**config.mk**
```make
export PLATFORM = sky130hd
export DESIGN_NAME = rgb_to_hsv_pixel
export DESIGN_NICKNAME = d
export VERILOG_FILES = /design/src/rtl/rhsv_pkg.sv /design/src/rtl/rgb_to_hsv_pixel.sv /design/src/rtl/rhsv_front.sv /design/src/rtl/rhsv_div_stage.sv
export SDC_FILE = /design/constraint.sdc
export NUM_CORES = 1
export LEC_CHECK = 0
export BUFFER_PORTS_ARGS = -buffer_cell sky130_fd_sc_hd__buf_4
export CAP_MARGIN = 10
export CORE_MARGIN = 4
export CORE_UTILIZATION = 66
export DETAILED_ROUTE_END_ITERATION = 8
export GPL_ROUTABILITY_DRIVEN = 0
export PLACE_DENSITY = 0.9
export REMOVE_ABC_BUFFERS = 1
export SLEW_MARGIN = 15
export SYNTH_ARGS = -nofsm -noshare
export SYNTH_HDL_FRONTEND = slang
export SYNTH_HIERARCHICAL = 1
export SYNTH_SLANG_ARGS = --single-unit
```
**constraint.sdc**
```tcl
create_clock -name clk -period 22.6 [get_ports clk]
set_clock_uncertainty 0.2 [all_clocks]
set_input_delay 3.39 -clock clk [delete_from_list [all_inputs] [get_ports clk]]
set_output_delay 3.39 -clock clk [all_outputs]
set_load 0.01 [all_outputs]
```
**src/rtl/rhsv_pkg.sv**
```systemverilog
// Shared types and constants for the RGB to HSV pixel converter.
// No dependencies; imported by every module in rtl/.
package rhsv_pkg;

  localparam int ChanW            = 8;                          // colour channel width
  localparam int FracW            = 16;                         // hue and saturation fraction width
  localparam int HueDivW          = 11;                         // 6 * chroma, max 1530
  localparam int SatDivW          = ChanW;                      // divisor is the maximum channel
  localparam int AbsNumW          = 12;                         // |hue numerator| before range check
  localparam int SignedW          = 13;                         // signed hue numerator
  localparam int DivStepsPerStage = 4;                          // quotient bits per divider stage
  localparam int NumDivStages     = FracW / DivStepsPerStage;
  localparam int InDataW          = 3 * ChanW;
  localparam int OutDataW         = 2 * FracW + ChanW;

  // Work carried down the divider pipeline
  typedef struct packed {
    logic [HueDivW-1:0] hue_rem;
    logic [HueDivW-1:0] hue_div;
    logic [FracW-1:0]   hue_q;
    logic               hue_zero;   // grey pixel
    logic               hue_full;   // quotient reaches a full turn
    logic [SatDivW-1:0] sat_rem;
    logic [SatDivW-1:0] sat_div;
    logic [FracW-1:0]   sat_q;
    logic               sat_zero;   // black pixel
    logic               sat_full;   // chroma equals maximum
    logic [ChanW-1:0]   val;
  } rhsv_work_t;

endpackage

```
**src/rtl/rgb_to_hsv_pixel.sv**
```systemverilog
// Top level of the RGB to HSV pixel converter.
// Depends on rhsv_pkg, rhsv_front and rhsv_div_stage.
//
// Usage:
//   Slave stream carries one RGB pixel per request; master stream carries
//   hue, saturation and value for that pixel, in the same order.
//   Hue and saturation are 16-bit fractions of 1.0, truncated; saturation
//   at 1.0 reads 65535. Grey pixels give hue 0, black pixels sat 0 too.
//   The pipeline is one stage for channel sort and chroma, then four
//   divider stages each producing 4 quotient bits of both divisions
//   (16 bits in all). Each stage holds one pixel; throughput is one
//   pixel per clock while the receiver is ready.
//   Reset clears all stage valid bits; the block is ready straight after.
//   When the receiver stalls, the pixels already in flight close up any
//   empty stages, so requests are still taken until every stage is full;
//   nothing is dropped or repeated.
module rgb_to_hsv_pixel import rhsv_pkg::*; (
  input  logic                clk,
  input  logic                rst,
  input  logic                s_axis_tvalid,
  output logic                s_axis_tready,
  input  logic [InDataW-1:0]  s_axis_tdata,   // red_in, green_in, blue_in
  output logic                m_axis_tvalid,
  input  logic                m_axis_tready,
  output logic [OutDataW-1:0] m_axis_tdata    // hue_out, sat_out, val_out
);

  logic       stage_valid [NumDivStages+1];
  logic       stage_ready [NumDivStages+1];
  rhsv_work_t stage_work  [NumDivStages+1];
  rhsv_work_t last;
  logic [FracW-1:0] hue;
  logic [FracW-1:0] sat;

  rhsv_front u_front (
    .clk       (clk),
    .rst       (rst),
    .in_valid  (s_axis_tvalid),
    .in_ready  (s_axis_tready),
    .in_red    (s_axis_tdata[ChanW-1:0]),
    .in_green  (s_axis_tdata[2*ChanW-1:ChanW]),
    .in_blue   (s_axis_tdata[3*ChanW-1:2*ChanW]),
    .out_valid (stage_valid[0]),
    .out_ready (stage_ready[0]),
    .out_work  (stage_work[0])
  );

  for (genvar s = 0; s < NumDivStages; s++) begin : g_div
    rhsv_div_stage u_stage (
      .clk       (clk),
      .rst       (rst),
      .in_valid  (stage_valid[s]),
      .in_ready  (stage_ready[s]),
      .in_work   (stage_work[s]),
      .out_valid (stage_valid[s+1]),
      .out_ready (stage_ready[s+1]),
      .out_work  (stage_work[s+1])
    );
  end

  assign stage_ready[NumDivStages] = m_axis_tready;
  assign m_axis_tvalid             = stage_valid[NumDivStages];
  assign last                      = stage_work[NumDivStages];

  always_comb begin
    if (last.hue_zero) begin
      hue = '0;
    end else if (last.hue_full) begin
      hue = '1;
    end else begin
      hue = last.hue_q;
    end

    if (last.sat_zero) begin
      sat = '0;
    end else if (last.sat_full) begin
      sat = '1;
    end else begin
      sat = last.sat_q;
    end
  end

  assign m_axis_tdata = {last.val, sat, hue};

endmodule

```
**src/rtl/rhsv_front.sv**
```systemverilog
// First pipeline stage: sorts the channels, forms chroma, hue numerator and divisors.
// Depends on rhsv_pkg.
module rhsv_front import rhsv_pkg::*; (
  input  logic             clk,
  input  logic             rst,
  input  logic             in_valid,
  output logic             in_ready,
  input  logic [ChanW-1:0] in_red,
  input  logic [ChanW-1:0] in_green,
  input  logic [ChanW-1:0] in_blue,
  output logic             out_valid,
  input  logic             out_ready,
  output rhsv_work_t       out_work
);

  logic               swap_gb;
  logic               swap_rg;
  logic [ChanW-1:0]   g1;
  logic [ChanW-1:0]   b1;
  logic [ChanW-1:0]   r2;
  logic [ChanW-1:0]   g2;
  logic [ChanW-1:0]   mn;
  logic [ChanW-1:0]   chroma;
  logic [HueDivW-1:0] chroma6;
  logic [SignedW-1:0] offset;
  logic [SignedW-1:0] num;
  logic [AbsNumW-1:0] abs_num;
  rhsv_work_t         work_next;

  always_comb begin
    swap_gb = in_green < in_blue;
    g1      = swap_gb ? in_blue  : in_green;
    b1      = swap_gb ? in_green : in_blue;
    swap_rg = in_red < g1;
    r2      = swap_rg ? g1     : in_red;
    g2      = swap_rg ? in_red : g1;
    mn      = (g2 < b1) ? g2 : b1;
    chroma  = r2 - mn;
    chroma6 = {1'b0, chroma, 2'b00} + {2'b00, chroma, 1'b0};

    // hue offset in sixths of a turn: 0, -6c, -2c or +4c
    if (swap_rg) begin
      offset = swap_gb ? {3'b000, chroma, 2'b00} : -{4'b0000, chroma, 1'b0};
    end else begin
      offset = swap_gb ? -{2'b00, chroma6} : '0;
    end
    num     = offset + {5'b00000, g2} - {5'b00000, b1};
    abs_num = num[SignedW-1] ? AbsNumW'(-num) : num[AbsNumW-1:0];

    work_next.hue_rem  = abs_num[HueDivW-1:0];
    work_next.hue_div  = chroma6;
    work_next.hue_q    = '0;
    work_next.hue_zero = (chroma == '0);
    work_next.hue_full = (abs_num >= {1'b0, chroma6});
    work_next.sat_rem  = chroma;
    work_next.sat_div  = r2;
    work_next.sat_q    = '0;
    work_next.sat_zero = (r2 == '0);
    work_next.sat_full = (chroma == r2);
    work_next.val      = r2;
  end

  assign in_ready = !out_valid || out_ready;

  always_ff @(posedge clk) begin
    if (rst) begin
      out_valid <= 1'b0;
    end else if (in_ready) begin
      out_valid <= in_valid;
    end
  end

  always_ff @(posedge clk) begin
    if (in_valid && in_ready) begin
      out_work <= work_next;
    end
  end

endmodule

```
**src/rtl/rhsv_div_stage.sv**
```systemverilog
// One stage of the restoring divider: four quotient bits of hue and saturation each.
// Depends on rhsv_pkg.
module rhsv_div_stage import rhsv_pkg::*; (
  input  logic       clk,
  input  logic       rst,
  input  logic       in_valid,
  output logic       in_ready,
  input  rhsv_work_t in_work,
  output logic       out_valid,
  input  logic       out_ready,
  output rhsv_work_t out_work
);

  rhsv_work_t       work_next;
  logic [HueDivW:0] hue_rem2;
  logic [SatDivW:0] sat_rem2;

  // remainder stays below the divisor, so doubling needs one extra bit
  always_comb begin
    work_next = in_work;
    hue_rem2  = '0;
    sat_rem2  = '0;
    for (int i = 0; i < DivStepsPerStage; i++) begin
      hue_rem2 = {work_next.hue_rem, 1'b0};
      if (hue_rem2 >= {1'b0, work_next.hue_div}) begin
        hue_rem2          = hue_rem2 - {1'b0, work_next.hue_div};
        work_next.hue_q   = {work_next.hue_q[FracW-2:0], 1'b1};
      end else begin
        work_next.hue_q   = {work_next.hue_q[FracW-2:0], 1'b0};
      end
      work_next.hue_rem = hue_rem2[HueDivW-1:0];

      sat_rem2 = {work_next.sat_rem, 1'b0};
      if (sat_rem2 >= {1'b0, work_next.sat_div}) begin
        sat_rem2          = sat_rem2 - {1'b0, work_next.sat_div};
        work_next.sat_q   = {work_next.sat_q[FracW-2:0], 1'b1};
      end else begin
        work_next.sat_q   = {work_next.sat_q[FracW-2:0], 1'b0};
      end
      work_next.sat_rem = sat_rem2[SatDivW-1:0];
    end
  end

  assign in_ready = !out_valid || out_ready;

  always_ff @(posedge clk) begin
    if (rst) begin
      out_valid <= 1'b0;
    end else if (in_ready) begin
      out_valid <= in_valid;
    end
  end

  always_ff @(posedge clk) begin
    if (in_valid && in_ready) begin
      out_work <= work_next;
    end
  end

endmodule

```
==> summary.txt, run 1 <==
Mapped Area -> 29300 µm²
Outcome -> complete, no violations
Core Region -> 43500 µm²
Crit path arrival time -> 19.22 ns
Post-DP HPWL -> 58400 µm
DR iter-0 viols -> 2913
GRT Total Usage -> 31.8%
Die Wd -> 219 µm
Worst setup SP type -> input pin
Hold Violations, Final -> 0
Post-Place Worst Slack -> 3.34 ns
FP Rows -> 76
Largest net degree at the start of global routing -> 75
CP max stage cell -> o31ai_4
Inserted Clock Buffers -> 30
RSZ-0062 raised after global routing -> false
TritonCTS clock tree -> built
Via-per-instance ratio -> 6.82
Clock sinks -> 287
Die area -> 47800 µm²
Worst endpoint required time -> 22.72 ns
Critical Path Sink Type -> flip-flop
CTS H-tree depth -> 1
Crit Path Max Fanout -> 37
TNS Setup -> 0 ns
Clk_lat worst skew -> 0.59 ns
Post-cts sizing count -> 0
Clk buf depth -> 3
Initial Utilization -> 67.4%
Endpoints failing setup -> 0
Setup WS post-layout -> 3.50 ns
Commonest non-fill, non-tap cell in the layout -> ha_1
Tmin final -> 19.10 ns
Port Buffers -> 69
CP peak stage delay -> 0.98 ns
DR vias -> 25886
Max Freq -> 0.0524 GHz
Reg2reg end -> g_div[0].u_stage/out_work[81]
Synth warn -> 6
Nets -> 3568
WS Path Type -> input pin to flip-flop
Top Ports -> 70
Multi-input gate area -> 19200 µm²
Post-CTS Hold Fix Bufs -> 0
Post-Route WL -> 79000 µm
Cells on Worst Hold Path -> 0
# fillers -> 2950
Die height -> 219 µm
Antenna violations before repair -> 1
Slew headroom -> 28.2%
Area grow syn2layout -> 6.16%
Cells after Synth -> 3154
Hold worst-path end -> g_div[1].u_stage/out_work[51]
Tcrit/Tclk final -> 84.5%
DR pass1 iterations -> 8
Mean post-synth cell area -> 9.29 µm²
Root Buffer -> clkbuf_16
Max_cap viols -> 0
Vias in the first global route -> 25525
Crit-path most repeated cell -> a21o_1
Drt drc -> 0
Average wire per standard cell -> 20.8 µm
Final slew viol count -> 0
Reg area -> 8570 µm²
Worst Hold Launch -> g_div[0].u_stage/out_work[47]
Worst slew pin tran -> 1.08 ns
Postcts setup bufs -> 0
Tightest Hold Check Type -> flip-flop to flip-flop
Reg-to-reg startpoint -> u_front/out_work[34]
Cells on worst reg2reg path -> 34
First-pass GRT wire length -> 126000 µm
Global route total overflow -> 0
Final ANT Viol Nets -> 0
Layout cell share with drive strength beyond 1 -> 11.4%
Clk slew on worst S/H paths -> 0.07 ns
Most frequent cells in the layout -> 338 x ha_1, 283 x nor2_1, 282 x edfxtp_1, 255 x inv_1, 230 x a21oi_1
Worst reg2reg setup slack -> 11.12 ns
worst max path at each step:
| stage | from | end | slack [ns] | cells past startpoint |
|---|---|---|---|---|
| 2_1_floorplan | s_axis_tdata[22] | u_front/out_work[42] | 5.19 | 61 |
| 3_3_place_gp | s_axis_tdata[23] | u_front/out_work[42] | 4.04 | 64 |
| 3_5_place_dp | s_axis_tdata[23] | u_front/out_work[42] | 3.34 | 65 |
| 4_1_cts | s_axis_tdata[23] | u_front/out_work[42] | 3.88 | 65 |
| 5_1_grt | s_axis_tdata[23] | u_front/out_work[42] | 2.55 | 66 |
| 6_report | s_axis_tdata[23] | u_front/out_work[42] | 3.50 | 65 |
layer usage:
metal  GRT usage [%]  share of wire (%)
met3            6.09                9.5
met4            15.4                5.3
met5               0                  0
met2            55.2                 48
met1            38.0                 38
per-stage QoR:
stage               instances  hold slack [ns]  utilization [%]  area (µm²)
floorplan                3078            0.200                -       28800
global placement         3737            0.201             69.3       30100
detailed placement       3737            0.205             69.3       30100
CTS                      3793            0.215             71.6       31100
global route             3793            0.220             71.6       31100
finish                   3794            0.213             71.6       31100
area by class of cell:
class | instances | area share (%)
multi-input combinational | 2518 | 61.8
clock inverter | 24 | 0.684
sequential | 287 | 27.5
inverter | 273 | 3.29
timing repair buffer | 74 | 1.79
clock buffer | 32 | 2.51
antenna | 1 | 0.00804
tap | 585 | 2.35
sequential cells by signal, indices dropped and copies added (netlist names):
register and cells:
g_div.u_stage/out_valid 4, g_div.u_stage/out_work 242, u_front/out_valid 1, u_front/out_work 40
critical path, delay by kind of cell:
family / cells / cell delay (ns)
AND/OR/NAND/NOR: 10 / 2.61
adder cells (fa/ha/maj): 9 / 3.02
AO/OA/AOI/OAI: 32 / 7.73
XOR/XNOR: 4 / 1.23
multiplexers: 1 / 0.23
buffers and inverters: 9 / 0.96
Power of run 1 is left out: the tool's default activity adds up to more than one toggle a clock period on the data nets, which glitch-free logic cannot reach.
==> run 2, diff against run 1 <==
Settings changed: ABC_AREA from default to 1.
Clock period 22.6 ns to 19.4 ns, I/O delays scaled along.
==> run 2 against run 1 <==
  * The run now ends with design-rule violations left
  * Final area is 1.4% higher
  * Clock-buffer cell count increased by 7
  * Setup slack improved by 1.5 ns
  * Area after synthesis grew 1.2%
  * Synthesized cell count increased by 27%
  * Worst hold slack barely moved
  * Global-route usage decreased by 1.9 points
  * Die area rose by 1.2%
  * Critical endpoint unchanged
==> summary.txt, run 2 <==
Cells after Synth -> 4011 (+27%)
Area grow syn2layout -> 6.32%
Average wire per standard cell -> 15.6 µm (-25%)
Final ANT Viol Nets -> 0 (unchanged)
Global route total overflow -> 0 (unchanged)
Layout cell share with drive strength beyond 1 -> 8.91% (-2.5 points)
Inserted Clock Buffers -> 34 (+13%)
CTS H-tree depth -> 2 (+1)
First-pass GRT wire length -> 119000 µm (-5.5%)
Hold Violations, Final -> 0 (unchanged)
Port Buffers -> 69 (unchanged)
DR pass1 iterations -> 9 (+1)
Clk buf depth -> 3 (unchanged)
Max Freq -> 0.0692 GHz
Clock sinks -> 287 (unchanged)
Nets -> 4437 (+24%)
Post-cts sizing count -> 0 (unchanged)
Slew headroom -> 27.2% (-0.92 points)
Post-Place Worst Slack -> 4.63 ns (+1.28 ns)
Post-DP HPWL -> 54200 µm (-7.3%)
Vias in the first global route -> 25343 (-0.71%)
Die area -> 48400 µm² (+1.2%)
TNS Setup -> 0 ns (unchanged)
Mean post-synth cell area -> 7.40 µm² (-20%)
Setup WS post-layout -> 4.95 ns (+1.45 ns)
Drt drc -> 11 (+11)
Antenna violations before repair -> 2 (+1)
Postcts setup bufs -> 0 (unchanged)
Commonest non-fill, non-tap cell in the layout -> nand2_1
Largest net degree at the start of global routing -> 75 (unchanged)
Endpoints failing setup -> 0 (unchanged)
DR iter-0 viols -> 2566 (-12%)
Worst endpoint required time -> 19.50 ns (-3.22 ns)
Max_cap viols -> 0 (unchanged)
Critical Path Sink Type -> flip-flop
Post-Route WL -> 72900 µm (-7.6%)
Root Buffer -> clkbuf_16
CP max stage cell -> fa_1
Crit-path most repeated cell -> inv_1
Mapped Area -> 29700 µm² (+1.2%)
Outcome -> finished with violations
Tcrit/Tclk final -> 74.5%
Top flop regs -> g_div.u_stage/out_work x242, u_front/out_work x40, g_div.u_stage/out_valid x4
Most frequent cells in the layout -> 1113 x nand2_1, 553 x inv_1, 338 x ha_1, 334 x nor2_1, 282 x edfxtp_1
RSZ-0062 raised after global routing -> false
Clk_lat worst skew -> 0.55 ns (-0.04 ns)
Clk slew on worst S/H paths -> 0.06 ns (about the same)
Via-per-instance ratio -> 5.74 (-16%)
Die height -> 220 µm (+0.59%)
CP peak stage delay -> 0.57 ns (-0.41 ns)
Initial Utilization -> 67.0% (-0.49 points)
Crit Path Max Fanout -> 45 (+22%)
GRT Total Usage -> 29.9% (-1.9 points)
WS Path Type -> input pin to flip-flop
Finished Core Util -> 71.2% (-0.42 points)
Post-CTS Hold Fix Bufs -> 0 (unchanged)
Register with the most flip-flops -> g_div.u_stage/out_work
Core Region -> 44300 µm² (+2.0%)
Failing checks -> design-rule violations
Die Wd -> 220 µm (+0.59%)
Synth warn -> 6 (unchanged)
Largest register FFs -> 242 (unchanged)
DR vias -> 26815 (+3.6%)
Top Ports -> 70 (unchanged)
Final slew viol count -> 0 (unchanged)
Crit path arrival time -> 14.54 ns (-4.68 ns)
Worst setup SP type -> input pin
Worst slew pin tran -> 1.09 ns (+0.0138 ns)
FP Rows -> 77 (+1.3%)
Tightest Hold Check Type -> flip-flop to flip-flop
TritonCTS clock tree -> built
# fillers -> 3346 (+13%)
# diodes -> 0 (-1)
Tmin final -> 14.45 ns
-- run 2: final cells by class --
type / count / area [µm²] / area share, %
clock buffers: 39 / 891 / 2.82
clock inverters: 20 / 224 / 0.710
inverters: 601 / 2280 / 7.22
multi-input cells: 3055 / 18300 / 58.0
flip-flops and latches: 287 / 8570 / 27.2
well taps: 592 / 741 / 2.35
repair buffers: 74 / 556 / 1.76
-- run 2: final timing paths --
kind	startpoint	to	slack, ns	cells past startpoint
setup reg to reg	u_front/out_work[34]	g_div[0].u_stage/out_work[78]	10.90	41
setup / recovery	s_axis_tdata[15]	u_front/out_work[42]	4.95	65
hold reg to reg	g_div[0].u_stage/out_work[10]	g_div[1].u_stage/out_work[14]	0.21	0
hold / removal	g_div[0].u_stage/out_work[10]	g_div[1].u_stage/out_work[14]	0.21	0
-- run 2: critical path: cells and delay by family --
family	cells	cell delay, ns
AO/OA/AOI/OAI	22	4.27
adder cells (fa/ha/maj)	9	2.99
buffers and inverters	11	1.17
AND/OR/NAND/NOR	23	3.20
-- run 2: per-layer routing --
layer	global-route usage (%)	vias to the layer above	wire length, µm
met2	50.8	1266	33800
met1	37.5	12044	29100
met3	4.92	307	6310
li1	-	13196	-
met5	0	-	10
met4	13.3	2	3700
-- run 2: stage by stage --
step	hold slack, ns	std cells	instance area, µm²
after floorplan	0.200	3943	29100
after global placement	0.201	4609	30400
after CTS	0.204	4668	31500
after global routing	0.216	4668	31500
after detailed placement	0.205	4609	30400
final	0.213	4668	31500
Power of run 2 is left out for the same reason.
